## src/rtl/rpf_pkg.sv

```systemverilog
// Package for the RMS and power factor calculator.
// It holds the widths, register codes, reset values and payload structs.
// It has no dependencies; every RTL file of the block uses it.
`default_nettype none

package rpf_pkg;

  // Field widths and fixed-point scaling.
  localparam int SUM_W       = 48;
  localparam int CNT_W       = 16;
  localparam int FRAC_BITS   = 8;
  localparam int RMS_W       = 32;
  localparam int MP_W        = 48;
  localparam int PF_W        = 15;
  localparam int SP_W        = 15;
  localparam int THR_W       = 24;
  localparam int GAIN_W      = 16;
  localparam int OFF_W       = 15;
  localparam int CFG_W       = 24;
  localparam int CFG_IDX_W   = 2;
  localparam int GAIN_FRAC   = 16;
  localparam int PF_FRAC     = 14;

  // Derived sizes of the arithmetic pipeline.
  localparam int SCALED_W    = SUM_W + 2 * FRAC_BITS;
  localparam int SQ_W        = (SCALED_W + 1) / 2;
  localparam int SQ_IN_W     = 2 * SQ_W;
  localparam int DEN_W       = 2 * RMS_W;
  localparam int PF_SHIFT    = PF_FRAC + 2 * FRAC_BITS;
  localparam int PN_W        = SUM_W + PF_SHIFT;
  localparam int PR_W        = PN_W - PF_W;
  localparam int SPP_W       = GAIN_W + RMS_W;

  localparam logic [PF_W-1:0] PF_MAX = {PF_W{1'b1}};
  localparam logic [SP_W-1:0] SP_MAX = {SP_W{1'b1}};

  // Queue depths.
  localparam int IQ_DEPTH    = 4;
  localparam int IQ_PTR_W    = 2;
  localparam int OQ_DEPTH    = 2;
  localparam int OQ_PTR_W    = 1;

  // Register reset values.
  localparam logic [THR_W-1:0]  THR_RESET        = THR_W'(1900);
  localparam logic [GAIN_W-1:0] GAIN_RESET       = GAIN_W'(43719);
  localparam logic [OFF_W-1:0]  OFF_BOOST_RESET  = OFF_W'(22587);
  localparam logic [OFF_W-1:0]  OFF_NORMAL_RESET = OFF_W'(18087);

  typedef enum logic [CFG_IDX_W-1:0] {
    CFG_THRESHOLD  = 2'd0,
    CFG_GAIN       = 2'd1,
    CFG_OFF_BOOST  = 2'd2,
    CFG_OFF_NORMAL = 2'd3
  } cfg_idx_e;

  typedef struct packed {
    logic [THR_W-1:0]  boost_threshold;
    logic [GAIN_W-1:0] setpoint_gain;
    logic [OFF_W-1:0]  offset_boost;
    logic [OFF_W-1:0]  offset_normal;
  } cfg_t;

  typedef struct packed {
    logic [SUM_W-1:0] volt_square_sum;
    logic [SUM_W-1:0] curr_square_sum;
    logic [SUM_W-1:0] product_sum;
    logic [CNT_W-1:0] sample_count;
  } in_t;

  typedef struct packed {
    logic [RMS_W-1:0] volt_rms;
    logic [RMS_W-1:0] curr_rms;
    logic [MP_W-1:0]  mean_power;
    logic [PF_W-1:0]  power_factor;
    logic             boost_mode;
    logic [SP_W-1:0]  voltage_setpoint;
    logic             count_error;
  } out_t;

  // Request from the front queue to the back pipeline.
  typedef struct packed {
    in_t  item;
    logic zero;
  } fb_t;

endpackage

`default_nettype wire

```

## src/rtl/rpf_outq.sv

```systemverilog
// Result queue between the back pipeline and the receiver.
// Depends on rpf_pkg; fed by rpf_back.
`default_nettype none

module rpf_outq (
  input  wire logic      clk_i,
  input  wire logic      rst_ni,
  input  wire logic      res_valid_i,
  input  rpf_pkg::out_t  res_data_i,
  output logic           room_o,
  output logic           empty,
  input  wire logic      pop,
  output rpf_pkg::out_t  out_data_o
);

  rpf_pkg::out_t mem_q [rpf_pkg::OQ_DEPTH];
  logic [rpf_pkg::OQ_PTR_W-1:0] wr_q, rd_q;
  logic [rpf_pkg::OQ_PTR_W:0]   cnt_q;
  logic wr_en, rd_en;

  assign room_o     = (cnt_q != (rpf_pkg::OQ_PTR_W + 1)'(rpf_pkg::OQ_DEPTH));
  assign empty      = (cnt_q == '0);
  assign out_data_o = mem_q[rd_q];
  assign wr_en      = res_valid_i && room_o;
  assign rd_en      = pop && !empty;

  // Result storage.
  always_ff @(posedge clk_i) begin
    if (wr_en) mem_q[wr_q] <= res_data_i;
  end

  // Pointers and fill count.
  always_ff @(posedge clk_i or negedge rst_ni) begin
    if (!rst_ni) begin
      wr_q  <= '0;
      rd_q  <= '0;
      cnt_q <= '0;
    end else begin
      if (wr_en) wr_q <= wr_q + 1'b1;
      if (rd_en) rd_q <= rd_q + 1'b1;
      if (wr_en && !rd_en) cnt_q <= cnt_q + 1'b1;
      else if (rd_en && !wr_en) cnt_q <= cnt_q - 1'b1;
    end
  end

endmodule

`default_nettype wire

```

## config.mk

```make
export PLATFORM = sky130hd
export DESIGN_NAME = rpf_outq
export DESIGN_NICKNAME = d
export VERILOG_FILES = /design/src/rtl/rpf_pkg.sv /design/src/rtl/rpf_outq.sv
export SDC_FILE = /design/constraint.sdc
export NUM_CORES = 1
export LEC_CHECK = 0
export BUFFER_PORTS_ARGS = -buffer_cell sky130_fd_sc_hd__buf_2
export CAP_MARGIN = 20
export CORE_ASPECT_RATIO = 1.1
export CORE_MARGIN = 1
export CORE_UTILIZATION = 45
export DETAILED_ROUTE_END_ITERATION = 16
export PLACE_DENSITY_LB_ADDON = 0.1
export SYNTH_ARGS = -nofsm -noshare
export SYNTH_HDL_FRONTEND = slang
export SYNTH_SLANG_ARGS = --single-unit
```

## constraint.sdc

```tcl
create_clock -name clk_i -period 8.7 [get_ports clk_i]
set_input_delay 2.61 -clock clk_i [delete_from_list [all_inputs] [get_ports clk_i]]
set_output_delay 2.61 -clock clk_i [all_outputs]
set_load 0.02 [all_outputs]
```

### Word-level counts from Yosys, hierarchy flattened

Memory sizes are Yosys's and may differ from the RTL's.
Cells that the tools add are included.

| operators by class | value |
|---|---|
| add/sub/neg operators | 4 |
| reduce and logical (&&, ||, !) cells | 9 |
| equality and inequality tests | 1 |
| muxes and demuxes | 4 |

Operators by type and width:

| cell | number |
|---|---|
| $logic_and A1 B1 Y1 | 4 |
| $mux W2 | 2 |
| $logic_not A1 Y1 | 3 |
| $add A1 B1 Y1 const B | 2 |
| $add A2 B1 Y2 const B | 1 |
| $logic_not A2 Y1 | 1 |
| $mux W1 | 2 |
| $ne A2 B2 Y1 const B | 1 |
| $reduce_bool A2 Y1 | 1 |
| $sub A2 B1 Y2 const B | 1 |

| storage, ports and cells | value |
|---|---|
| memory bits (writable) | 288 |
| logic and storage cells | 22 |
| output and inout bits | 146 |
| memories kept | 1 |
| register bits after elaboration | 4 |

Memories:

| memory | words | bits a word | read ports | clocked after Yosys merged registers in | wr ports | RTL line | RTL |
|---|---|---|---|---|---|---|---|
| mem_q | 2 | 144 | 1 | 0 | 1 | rpf_outq.sv:16 | `rpf_pkg::out_t mem_q [rpf_pkg::OQ_DEPTH];` |

### Logic depth before layout (Yosys ltp)

| depth | value |
|---|---|
| word-level depth | 6 |
| depth in mapped cells | 7 |
| depth with buffers taken out | 7 |

### Worst setup path after synthesis

No wires, ideal clock.

| timing path | value |
|---|---|
| path type | in2reg |
| from | input res_valid_i |
| to | memory mem_q[0][0] (netlist name) (enable) |
| data arrival time | 8,685 ps |
| buffers on the path | 0 |
| setup slack | -635 ps |
| stages | 2 |
| library setup time | 650 ps |
| path through | nand2_1 > nor2_1 |

| on the way | value |
|---|---|
| word-level cells in the longest chain between the ends | 3 |

RTL lines:

| element | RTL line | RTL |
|---|---|---|
| from (decl) | rpf_outq.sv:8 | `input wire logic res_valid_i,` |
| $logic_and A1 B1 Y1 | rpf_outq.sv:24 | `assign wr_en = res_valid_i && room_o;` |
| $mux W1 | rpf_outq.sv:29 | `if (wr_en) mem_q[wr_q] <= res_data_i;` |
| $mux W1 (not written as such) | rpf_outq.sv:29 |  |
| to (decl) | rpf_outq.sv:16 |  |

No other way between the ends.

==> run summary <==
Clock root buffer: clkbuf_16
Rows: 59
Area Overhead vs Synth: 25.06%
WP data arrival: 2.55 ns
Cell variety after synth: 15
Crit-path cells: buf_4 > mux2_2 > buf_2
Register area share after synthesis: 81.20%
Max-slew headroom: 42.23%
CTS tree: built
Pin count of the biggest net entering global routing: 82
Pwr/cell area: 352.0 nW/um^2
Worst Slack Setup Final: 3.540 ns
Vias in the first global route: 5,639
Die Ht: 164.3 um
Final net count: 931
Initial antenna violation count: 4
#FFs+latches synth: 292
Io pins: 294
Type of element capturing the critical path: output pin
Req. time, crit path: 6.09 ns
Synth warnings: 0
Top cell family by delay on the critical path: buffers and inverters
Outcome: finished, final reports clean
Setup crit start: rd_q$_DFFE_PN0P_
Hold/Removal Path Class: reg2reg
Starting DRC count in detailed routing: 234
Pre-CTS setup slack: 3.427 ns
Total leakage power: 5.174 nW
IO Port Bufs: 293
Final Wtd Congestion: 0.7482
HPWL after detailed placement: 13.58 mm
CP Max Fanout: 59
First-pass GRT wire length: 29.75 mm
Core area: 23,550 sq um
WP buf/inv: 2
Share of post-route cells with drive strength above 1: 60.72%
Gr ovfl total: 0
Critical-path top delay cell: buf_4
Post-CTS setup buffer count: 0
Commonest cells after routing, fill and taps aside: buf_2, edfxtp_1, mux2_2
Min Hold Slack: 0.5542 ns
Most common cell after layout, fill and taps aside: buf_2
Avg Cell Area, Syn: 23.12 sq um
Max Clock Freq: 193.8 MHz
Hold_sp: cnt_q[1]$_DFFE_PN0P_
TritonCTS Buffers: 29
Critical path class: reg2out
Vias per cell: 4.826
WL final: 20.29 mm
WL/cell: 18.27 um
Die W: 149.5 um
Die ar.: 24,570 sq um
Crit path largest cell delay: 0.71 ns
Worst-Skew Late Latency: 0.53 ns
DRT Pass-1 Iters: 4
Clk_skew: 0.006329 ns
Final hold vios: 0
MaxCap Viol Count: 0
Starting Density: 45.75%
Final setup violation count: 0
Longest Clk Path Bufs: 3
Final slew viol count: 0
Startpoint Class: flip-flop
Clk sinks: 292
ANT nets after route: 0
Via count: 5,357
Setup TNS Final: 0 ns
IR drop worst, VDD: 0.2121 mV
Worst-path clk slew: 0.06 ns
H-Tree Depth: 1
Synthesized instance count: 466
RSZ-0062 raised after global routing: false
RR Startpoint: cnt_q[0]$_DFFE_PN0P_
Fin crit share: 59.31%
GRT Total Usage: 15.96%
Final min period: 5.160 ns
Worst Tran Pin Value: 0.8665 ns
Post-cts gate resize count: 0
Cts hold-fix bufs: 0
Cell Area, Synth: 10,770 sq um
Synthesized Nets: 615
Drt drc: 0
power by group:
group / switching, W / internal (W) / total, W
Combinational: 0.000946 / 0.000654 / 0.00160
Clock: 0.000481 / 0.000639 / 0.00112
Sequential: 0.0000965 / 0.00193 / 0.00202
per-layer routing:
| metal | up-vias | part of all wire [%] | global-route usage [%] |
|---|---|---|---|
| li1 | 2500 | - | - |
| met1 | 2613 | 39 | 18.80 |
| met2 | 213 | 50 | 27.10 |
| met3 | 29 | 9.5 | 5.722 |
| met4 | 2 | 1.9 | 5.102 |
| met5 | - | 0.084 | 0 |
layout make-up:
class                      instances  area (sq um)
clock inverter                    14         96.34
fill                            1855         10070
antenna                            3         7.507
multi-input combinational        157          1911
sequential                       292          8752
inverter                           1         3.754
tap                              305         381.6
clock buffer                      37         755.7
timing repair buffer             301          1567
flip-flops by register name, summed over array words and instances, names as in the netlist:
register	flops
mem_q	288
cnt_q	2
rd_q	1
wr_q	1
worst reg2reg max path, stage by stage, from the launching register on:
cell and delay [ns]:
dfrtp_1 0.43, nand2b_1 0.17, and3_4 0.61, buf_4 0.71
through the flow:
step	util [%]	std cells	area [sq um]	total power (W)
global placement	53.33	1054	12560	0.003637
CTS	56.95	1105	13410	0.004802
finish	57.22	1110	13470	0.004742
detailed placement	53.33	1054	12560	0.003672
floorplan	-	466	10780	0.003219
global route	57.19	1107	13470	0.004969
logic make-up after synthesis:
logic type | count (synthesis) | share of synthesized area [%]
adder cells (fa/ha/maj) | 1 | 0.1161
AND/OR/NAND/NOR | 6 | 0.2555
XOR/XNOR | 5 | 0.4065
AO/OA/AOI/OAI | 1 | 0.04641
flip-flops | 292 | 81.20
multiplexers | 144 | 16.79
buffers and inverters | 17 | 1.185
Yosys cell counts:
library cell | instances | share of area, %
edfxtp_1 | 288 | 80
mux2_2 | 94 | 9.8
mux2_4 | 50 | 7.0
buf_2 | 9 | 0.42
buf_6 | 7 | 0.73
dfrtp_1 | 4 | 0.93
nor2_1 | 3 | 0.10
xnor2_1 | 3 | 0.24
xor2_1 | 2 | 0.16
and3_1 | 1 | 0.058
ha_1 | 1 | 0.12
inv_1 | 1 | 0.035
nand2_1 | 1 | 0.035
nand2b_1 | 1 | 0.058
o21ai_0 | 1 | 0.046
path summary, 6_finish.rpt:
| path | to | depth (start not counted) | slack, ns |
|---|---|---|---|
| max | out_data_o[9] | 3 | 3.54 |
| min | cnt_q[1]$_DFFE_PN0P_ | 1 | 0.55 |
| max reg2reg | mem_q[1][39]$_DFFE_PP_ | 3 | 6.31 |
| min reg2reg | cnt_q[1]$_DFFE_PN0P_ | 1 | 0.55 |
| max in group asynchronous | rd_q$_DFFE_PN0P_ | 1 | 6.69 |
| min in group asynchronous | cnt_q[1]$_DFFE_PN0P_ | 1 | 1.87 |
No activity file was read; power rests on OpenSTA's default activity.
