===== config.mk =====
export PLATFORM = sky130hd
export DESIGN_NAME = rpf_front
export DESIGN_NICKNAME = d
export VERILOG_FILES = /design/src/rtl/rpf_pkg.sv /design/src/rtl/rpf_front.sv
export SDC_FILE = /design/constraint.sdc
export NUM_CORES = 1
export LEC_CHECK = 0
export ABC_AREA = 1
export ABC_CLOCK_PERIOD_IN_PS = 12250
export BUFFER_PORTS_ARGS = -buffer_cell sky130_fd_sc_hd__buf_4
export CAP_MARGIN = 20
export CORE_MARGIN = 5
export CORE_UTILIZATION = 40
export DETAILED_ROUTE_END_ITERATION = 6
export SLEW_MARGIN = 10
export SYNTH_ARGS = -nofsm -noshare
export SYNTH_HDL_FRONTEND = slang
export SYNTH_SLANG_ARGS = --single-unit

===== constraint.sdc =====
create_clock -name clk_i -period 12.25 [get_ports clk_i]
set_clock_uncertainty 0.2 [all_clocks]
set_input_delay 2.45 -clock clk_i [delete_from_list [all_inputs] [get_ports clk_i]]
set_output_delay 2.45 -clock clk_i [all_outputs]
set_load 0.05 [all_outputs]

===== src/rtl/rpf_pkg.sv =====
// Package for the RMS and power factor calculator.
// It holds the widths, register codes, reset values and payload structs.
// It has no dependencies; every RTL file of the block uses it.
`default_nettype none

package rpf_pkg;

  // Field widths and fixed-point scaling.
  localparam int SUM_W       = 48;
  localparam int CNT_W       = 16;
  localparam int FRAC_BITS   = 8;
  localparam int RMS_W       = 32;
  localparam int MP_W        = 48;
  localparam int PF_W        = 15;
  localparam int SP_W        = 15;
  localparam int THR_W       = 24;
  localparam int GAIN_W      = 16;
  localparam int OFF_W       = 15;
  localparam int CFG_W       = 24;
  localparam int CFG_IDX_W   = 2;
  localparam int GAIN_FRAC   = 16;
  localparam int PF_FRAC     = 14;

  // Derived sizes of the arithmetic pipeline.
  localparam int SCALED_W    = SUM_W + 2 * FRAC_BITS;
  localparam int SQ_W        = (SCALED_W + 1) / 2;
  localparam int SQ_IN_W     = 2 * SQ_W;
  localparam int DEN_W       = 2 * RMS_W;
  localparam int PF_SHIFT    = PF_FRAC + 2 * FRAC_BITS;
  localparam int PN_W        = SUM_W + PF_SHIFT;
  localparam int PR_W        = PN_W - PF_W;
  localparam int SPP_W       = GAIN_W + RMS_W;

  localparam logic [PF_W-1:0] PF_MAX = {PF_W{1'b1}};
  localparam logic [SP_W-1:0] SP_MAX = {SP_W{1'b1}};

  // Queue depths.
  localparam int IQ_DEPTH    = 4;
  localparam int IQ_PTR_W    = 2;
  localparam int OQ_DEPTH    = 2;
  localparam int OQ_PTR_W    = 1;

  // Register reset values.
  localparam logic [THR_W-1:0]  THR_RESET        = THR_W'(1900);
  localparam logic [GAIN_W-1:0] GAIN_RESET       = GAIN_W'(43719);
  localparam logic [OFF_W-1:0]  OFF_BOOST_RESET  = OFF_W'(22587);
  localparam logic [OFF_W-1:0]  OFF_NORMAL_RESET = OFF_W'(18087);

  typedef enum logic [CFG_IDX_W-1:0] {
    CFG_THRESHOLD  = 2'd0,
    CFG_GAIN       = 2'd1,
    CFG_OFF_BOOST  = 2'd2,
    CFG_OFF_NORMAL = 2'd3
  } cfg_idx_e;

  typedef struct packed {
    logic [THR_W-1:0]  boost_threshold;
    logic [GAIN_W-1:0] setpoint_gain;
    logic [OFF_W-1:0]  offset_boost;
    logic [OFF_W-1:0]  offset_normal;
  } cfg_t;

  typedef struct packed {
    logic [SUM_W-1:0] volt_square_sum;
    logic [SUM_W-1:0] curr_square_sum;
    logic [SUM_W-1:0] product_sum;
    logic [CNT_W-1:0] sample_count;
  } in_t;

  typedef struct packed {
    logic [RMS_W-1:0] volt_rms;
    logic [RMS_W-1:0] curr_rms;
    logic [MP_W-1:0]  mean_power;
    logic [PF_W-1:0]  power_factor;
    logic             boost_mode;
    logic [SP_W-1:0]  voltage_setpoint;
    logic             count_error;
  } out_t;

  // Request from the front queue to the back pipeline.
  typedef struct packed {
    in_t  item;
    logic zero;
  } fb_t;

endpackage

`default_nettype wire


===== src/rtl/rpf_front.sv =====
// Front part: accepts requests, flags a zero sample count, and queues them.
// Depends on rpf_pkg; feeds rpf_back.
`default_nettype none

module rpf_front (
  input  wire logic         clk_i,
  input  wire logic         rst_ni,
  input  wire logic         push,
  output logic              full,
  input  rpf_pkg::in_t      in_data_i,
  output logic              fb_valid_o,
  output rpf_pkg::fb_t      fb_data_o,
  input  wire logic         fb_pop_i
);

  rpf_pkg::fb_t mem_q [rpf_pkg::IQ_DEPTH];
  logic [rpf_pkg::IQ_PTR_W-1:0] wr_q, rd_q;
  logic [rpf_pkg::IQ_PTR_W:0]   cnt_q;
  logic wr_en, rd_en;

  assign full       = (cnt_q == (rpf_pkg::IQ_PTR_W + 1)'(rpf_pkg::IQ_DEPTH));
  assign fb_valid_o = (cnt_q != '0);
  assign fb_data_o  = mem_q[rd_q];
  assign wr_en      = push && !full;
  assign rd_en      = fb_pop_i && fb_valid_o;

  // Queue storage; the zero-count class is settled on entry.
  always_ff @(posedge clk_i) begin
    if (wr_en) begin
      mem_q[wr_q].item <= in_data_i;
      mem_q[wr_q].zero <= (in_data_i.sample_count == '0);
    end
  end

  // Pointers and fill count.
  always_ff @(posedge clk_i or negedge rst_ni) begin
    if (!rst_ni) begin
      wr_q  <= '0;
      rd_q  <= '0;
      cnt_q <= '0;
    end else begin
      if (wr_en) wr_q <= wr_q + 1'b1;
      if (rd_en) rd_q <= rd_q + 1'b1;
      if (wr_en && !rd_en) cnt_q <= cnt_q + 1'b1;
      else if (rd_en && !wr_en) cnt_q <= cnt_q - 1'b1;
    end
  end

endmodule

`default_nettype wire


# ---- Word-level counts from Yosys, hierarchy flattened
# Memory sizes are Yosys's and may differ from the RTL's.
# Index checks and enable logic that the tools add are counted.
dict set report totals {
  register_bits 7
  inputBits 164
  wordCells 23
  ram_bits 644
  memories 1
  output_inout_bits 163
}
# name depth word_bits rd rd_ports_with_merged_regs write_ports line
set mem_list {}
lappend mem_list {mem_q 4 161 1 0 1 rpf_front.sv:16} ;# rpf_pkg::fb_t mem_q [rpf_pkg::IQ_DEPTH];
dict set report op_classes {
  n_reduce_logical 10
  n_mux 4
  n_eq_ne 1
  addsub 4
}
# operator n
set op_table {}
lappend op_table {{16-bit zero test} 1}
lappend op_table {{3-bit two-way mux} 2}
lappend op_table {{2-bit by 1-bit adder with 2-bit output (second input constant)} 2}
lappend op_table {{1-bit logical AND} 4}
lappend op_table {{3-bit by 1-bit adder with 3-bit output (second input constant)} 1}
lappend op_table {{3-bit equality test (second input constant)} 1}
lappend op_table {{1-bit zero test} 3}
lappend op_table {{3-bit nonzero test} 1}
lappend op_table {{3-bit by 1-bit subtractor with 3-bit output (second input constant)} 1}
lappend op_table {{1-bit two-way mux} 2}
lappend op_table {{2-bit nonzero test} 1}

# ---- Longest topological paths before layout
dict set report depth {
  ltp_word 7
  depth_mapped 12
  depth_no_buf 12
}

# ---- Worst setup path before layout
# Ideal clock, no wire load.
dict set report synth_timing {
  path_kind {input-to-reg}
  from {in push}
  to {mem mem_q[0][0] (netlist name), enable pin}
  setup_ns 0.685
  n_path_buf 0
  arrival_time_ns 9.274
  cell_stages 2
  slack_ns 2.091
  required_time_ns 11.365
  path_cell_list {nand2_1 > nor2_1}
}
dict set report synth_via {
  elab_chain_cells 3
}
# element line
set synth_lines {}
lappend synth_lines {{from (decl)} rpf_front.sv:8} ;# input wire logic push,
lappend synth_lines {{1-bit logical AND} rpf_front.sv:24} ;# assign wr_en = push && !full;
lappend synth_lines {{1-bit two-way mux} rpf_front.sv:29} ;# if (wr_en) begin
lappend synth_lines {{1-bit two-way mux (implied by the code)} rpf_front.sv:31} ;# mem_q[wr_q].zero <= (in_data_i.sample_count == '0);
lappend synth_lines {{to (decl)} rpf_front.sv:16}
# No other way between the ends.

==> results.ini <==
[run_status]
status = completed

[sta]
worst_slack_ns = 5.53
slew_headroom = 0.112
finalCritPeriodShare = 0.548
setup_tns_ns = 0
period_needed_ns = 6.72
finalSetupViolations = 0
tightest_slew_ns = 1.33
max_freq_ghz = 0.149
rsz0062_at_grt = no
report.final.hold_viol_count = 0
finalMaxSlewViolations = 0

[floorplan]
initial_core_util = 0.405
io_pins = 327
core_area_mm2 = 0.0632
die-area_mm2 = 0.0691
fp.dieW_um = 263
num_rows = 92
die_h_um = 263

[grt]
antenna_found_initial = 3
track_usage = 0.161
grt_max_degree = 309
grt_pass1_wl_um = 88500
gr-total-overflow = 0
first_global_vias = 15400

[route]
met3_length_um = 3530
avgViaCountPerCell = 4.84
drc = 0
routed_wl_um = 56900
wl_met1_um = 24100
wl_per_cell_um = 18.0
top_layer_used = met5
detail-route-antenna-nets = 0
routed-via-count = 15300
firstDrtPassIters = 5
drtIter0Drc = 1044
route.met2.wl_um = 28000

[worst_setup_path]
crit_slowest_cell = buf_4
critPathMaxFanout = 308
endpoint_kind = output port
setup.worst_path.class = reg2out
cp-endpoint = fb_data_o[34]
worst-r2r-setup-slack_ns = 8.59
critPathArrivalTime_ns = 4.07
ff2ff_path_depth = 6
worst_path_largest_cell_delay_ns = 0.97
timing.rr.end = mem_q[1][59]$_DFFE_PP_
worstPathRequired_ns = 9.60
worstReg2RegStart = cnt_q[0]$_DFFE_PN0P_
crit_chain = inv_16 -> buf_4 -> nor2_1 -> nor2_1 -> o21ai_0 -> nand2_1 -> buf_4
cp-startpoint = rd_q[0]$_DFFE_PN0P_
start_kind = register

[min_path]
min_path_cells = 2
min_path_type = reg2reg

[clock_network]
clkSinkCount = 651
cts.repair.resized = 0
cts_buffers = 70
cts_root_buf = clkbuf_16
cts_buffer_depth = 3
ctsHoldBuffers = 0
htree_num_levels = 3
clk_latency_ns = 0.58
post_cts_buffers = 0
cts_tree = yes
path_clk_slew_ns = 0.05

[finish]
fin_nets = 2443
final_common_cell = edfxtp_1
finish.instance_area_mm2 = 0.0307
finalNonFillerCells = 3164
synthToLayoutAreaGrowth_pct = 20.0
mostFrequentLayoutCells = 644 x edfxtp_1, 348 x nand2_1, 340 x buf_4
drive_gt1_frac = 0.187

[synthesis]
netlist.area_leader.share = 0.756
syn_inst = 1966
ys_ff_latch = 651
ys.warnings.count = 0
syn-cell-area_mm2 = 0.0256
synth-seq-area-share = 0.763
synth_area_leader_cell = edfxtp_1
synth_area_leaders = edfxtp_1 76%, nand2_1 5.1%, nor2_1 4.9%
synth_cell_type_count = 21
syn_nets = 2136
postSynthAreaPerCell_um2 = 13.0

[place]
gp_congestion = 0.748
dp_cells = 3047
postPlaceCellArea_mm2 = 0.0286
portBuffers = 326
dp_hpwl_um = 31900
dpl_worst_slack_ns = 6.33

[power_and_ir_drop]
power.density_mw_per_mm2 = 289
max-vdd-ir-drop_v = 0.000176
p_leak_nw = 11.7

[flow_run]
cap_violations = 0

## logic make-up after synthesis
kind of cell | share of synthesized area
AO/OA/AOI/OAI | 0.0789
flip-flops | 0.763
adder cells (fa/ha/maj) | 0.00323
buffers and inverters | 0.0531
XOR/XNOR | 0.000342
AND/OR/NAND/NOR | 0.102
## worst min path at each step
stage	startpoint	to
after floorplan	cnt_q[2]$_DFFE_PN0P_	cnt_q[2]$_DFFE_PN0P_
after global placement	cnt_q[2]$_DFFE_PN0P_	cnt_q[2]$_DFFE_PN0P_
after detailed placement	cnt_q[2]$_DFFE_PN0P_	cnt_q[2]$_DFFE_PN0P_
after CTS	cnt_q[2]$_DFFE_PN0P_	cnt_q[2]$_DFFE_PN0P_
after global routing	cnt_q[2]$_DFFE_PN0P_	cnt_q[2]$_DFFE_PN0P_
final	cnt_q[2]$_DFFE_PN0P_	cnt_q[2]$_DFFE_PN0P_
## area by class of cell
cell class | instances | area (um2)
clock inverters | 26 | 199
multi-input cells | 1019 | 4740
repair buffers | 342 | 2590
well taps | 846 | 1060
inverters | 189 | 726
flip-flops and latches | 651 | 19500
fillers | 5469 | 32500
diodes | 2 | 5.00
clock buffers | 89 | 1840
## per-stage QoR
step | hold slack [ns] | total power (W) | util
after global placement | 0.275 | 0.00700 | 0.453
after CTS | 0.316 | 0.00898 | 0.486
final | 0.320 | 0.00885 | 0.486
after detailed placement | 0.305 | 0.00705 | 0.453
after floorplan | 0.263 | 0.00596 | -
after global routing | 0.357 | 0.00934 | 0.486
## critical path, delay by kind of cell (launching register included)
family                 cells  cell delay [ns]
and+or+nand+nor            3             0.30
AOI/OAI and AO/OA          1             0.09
buffers and inverters      3             1.80
DFF                        1             0.77
## sequential cells by signal, indices dropped and copies added (netlist names)
signal and count:
cnt_q 3, rd_q 2, wr_q 2, mem_q 644
## where the power goes
group	switching [W]	total, W	internal, W	leakage (nW)
Sequential	0.000160	0.00309	0.00293	5.98
Clock	0.000802	0.00190	0.00110	0.998
Combinational	0.00288	0.00386	0.000979	4.74
Total	0.00384	0.00885	0.00501	11.7
## layer usage
metal  track usage  vias to the layer above
met5             0                        -
met4        0.0491                        2
met3        0.0429                       87
met2         0.273                      341
met1         0.203                     7445
li1              -                     7452
## synthesized netlist by cell type
master,number
and2_1,1
nor2_1,332
nand3_1,7
o21ai_1,94
nand2_1,348
ha_1,5
o211ai_1,161
buf_4,8
buf_2,58
inv_1,188
buf_1,8
fa_1,1
edfxtp_1,644
clkbuf_1,15
dfrtp_1,7
o21ai_0,68
buf_6,17
nand4_1,1
inv_6,1
buf_8,1
xnor2_1,1
Power figures use the tool's default switching activity.
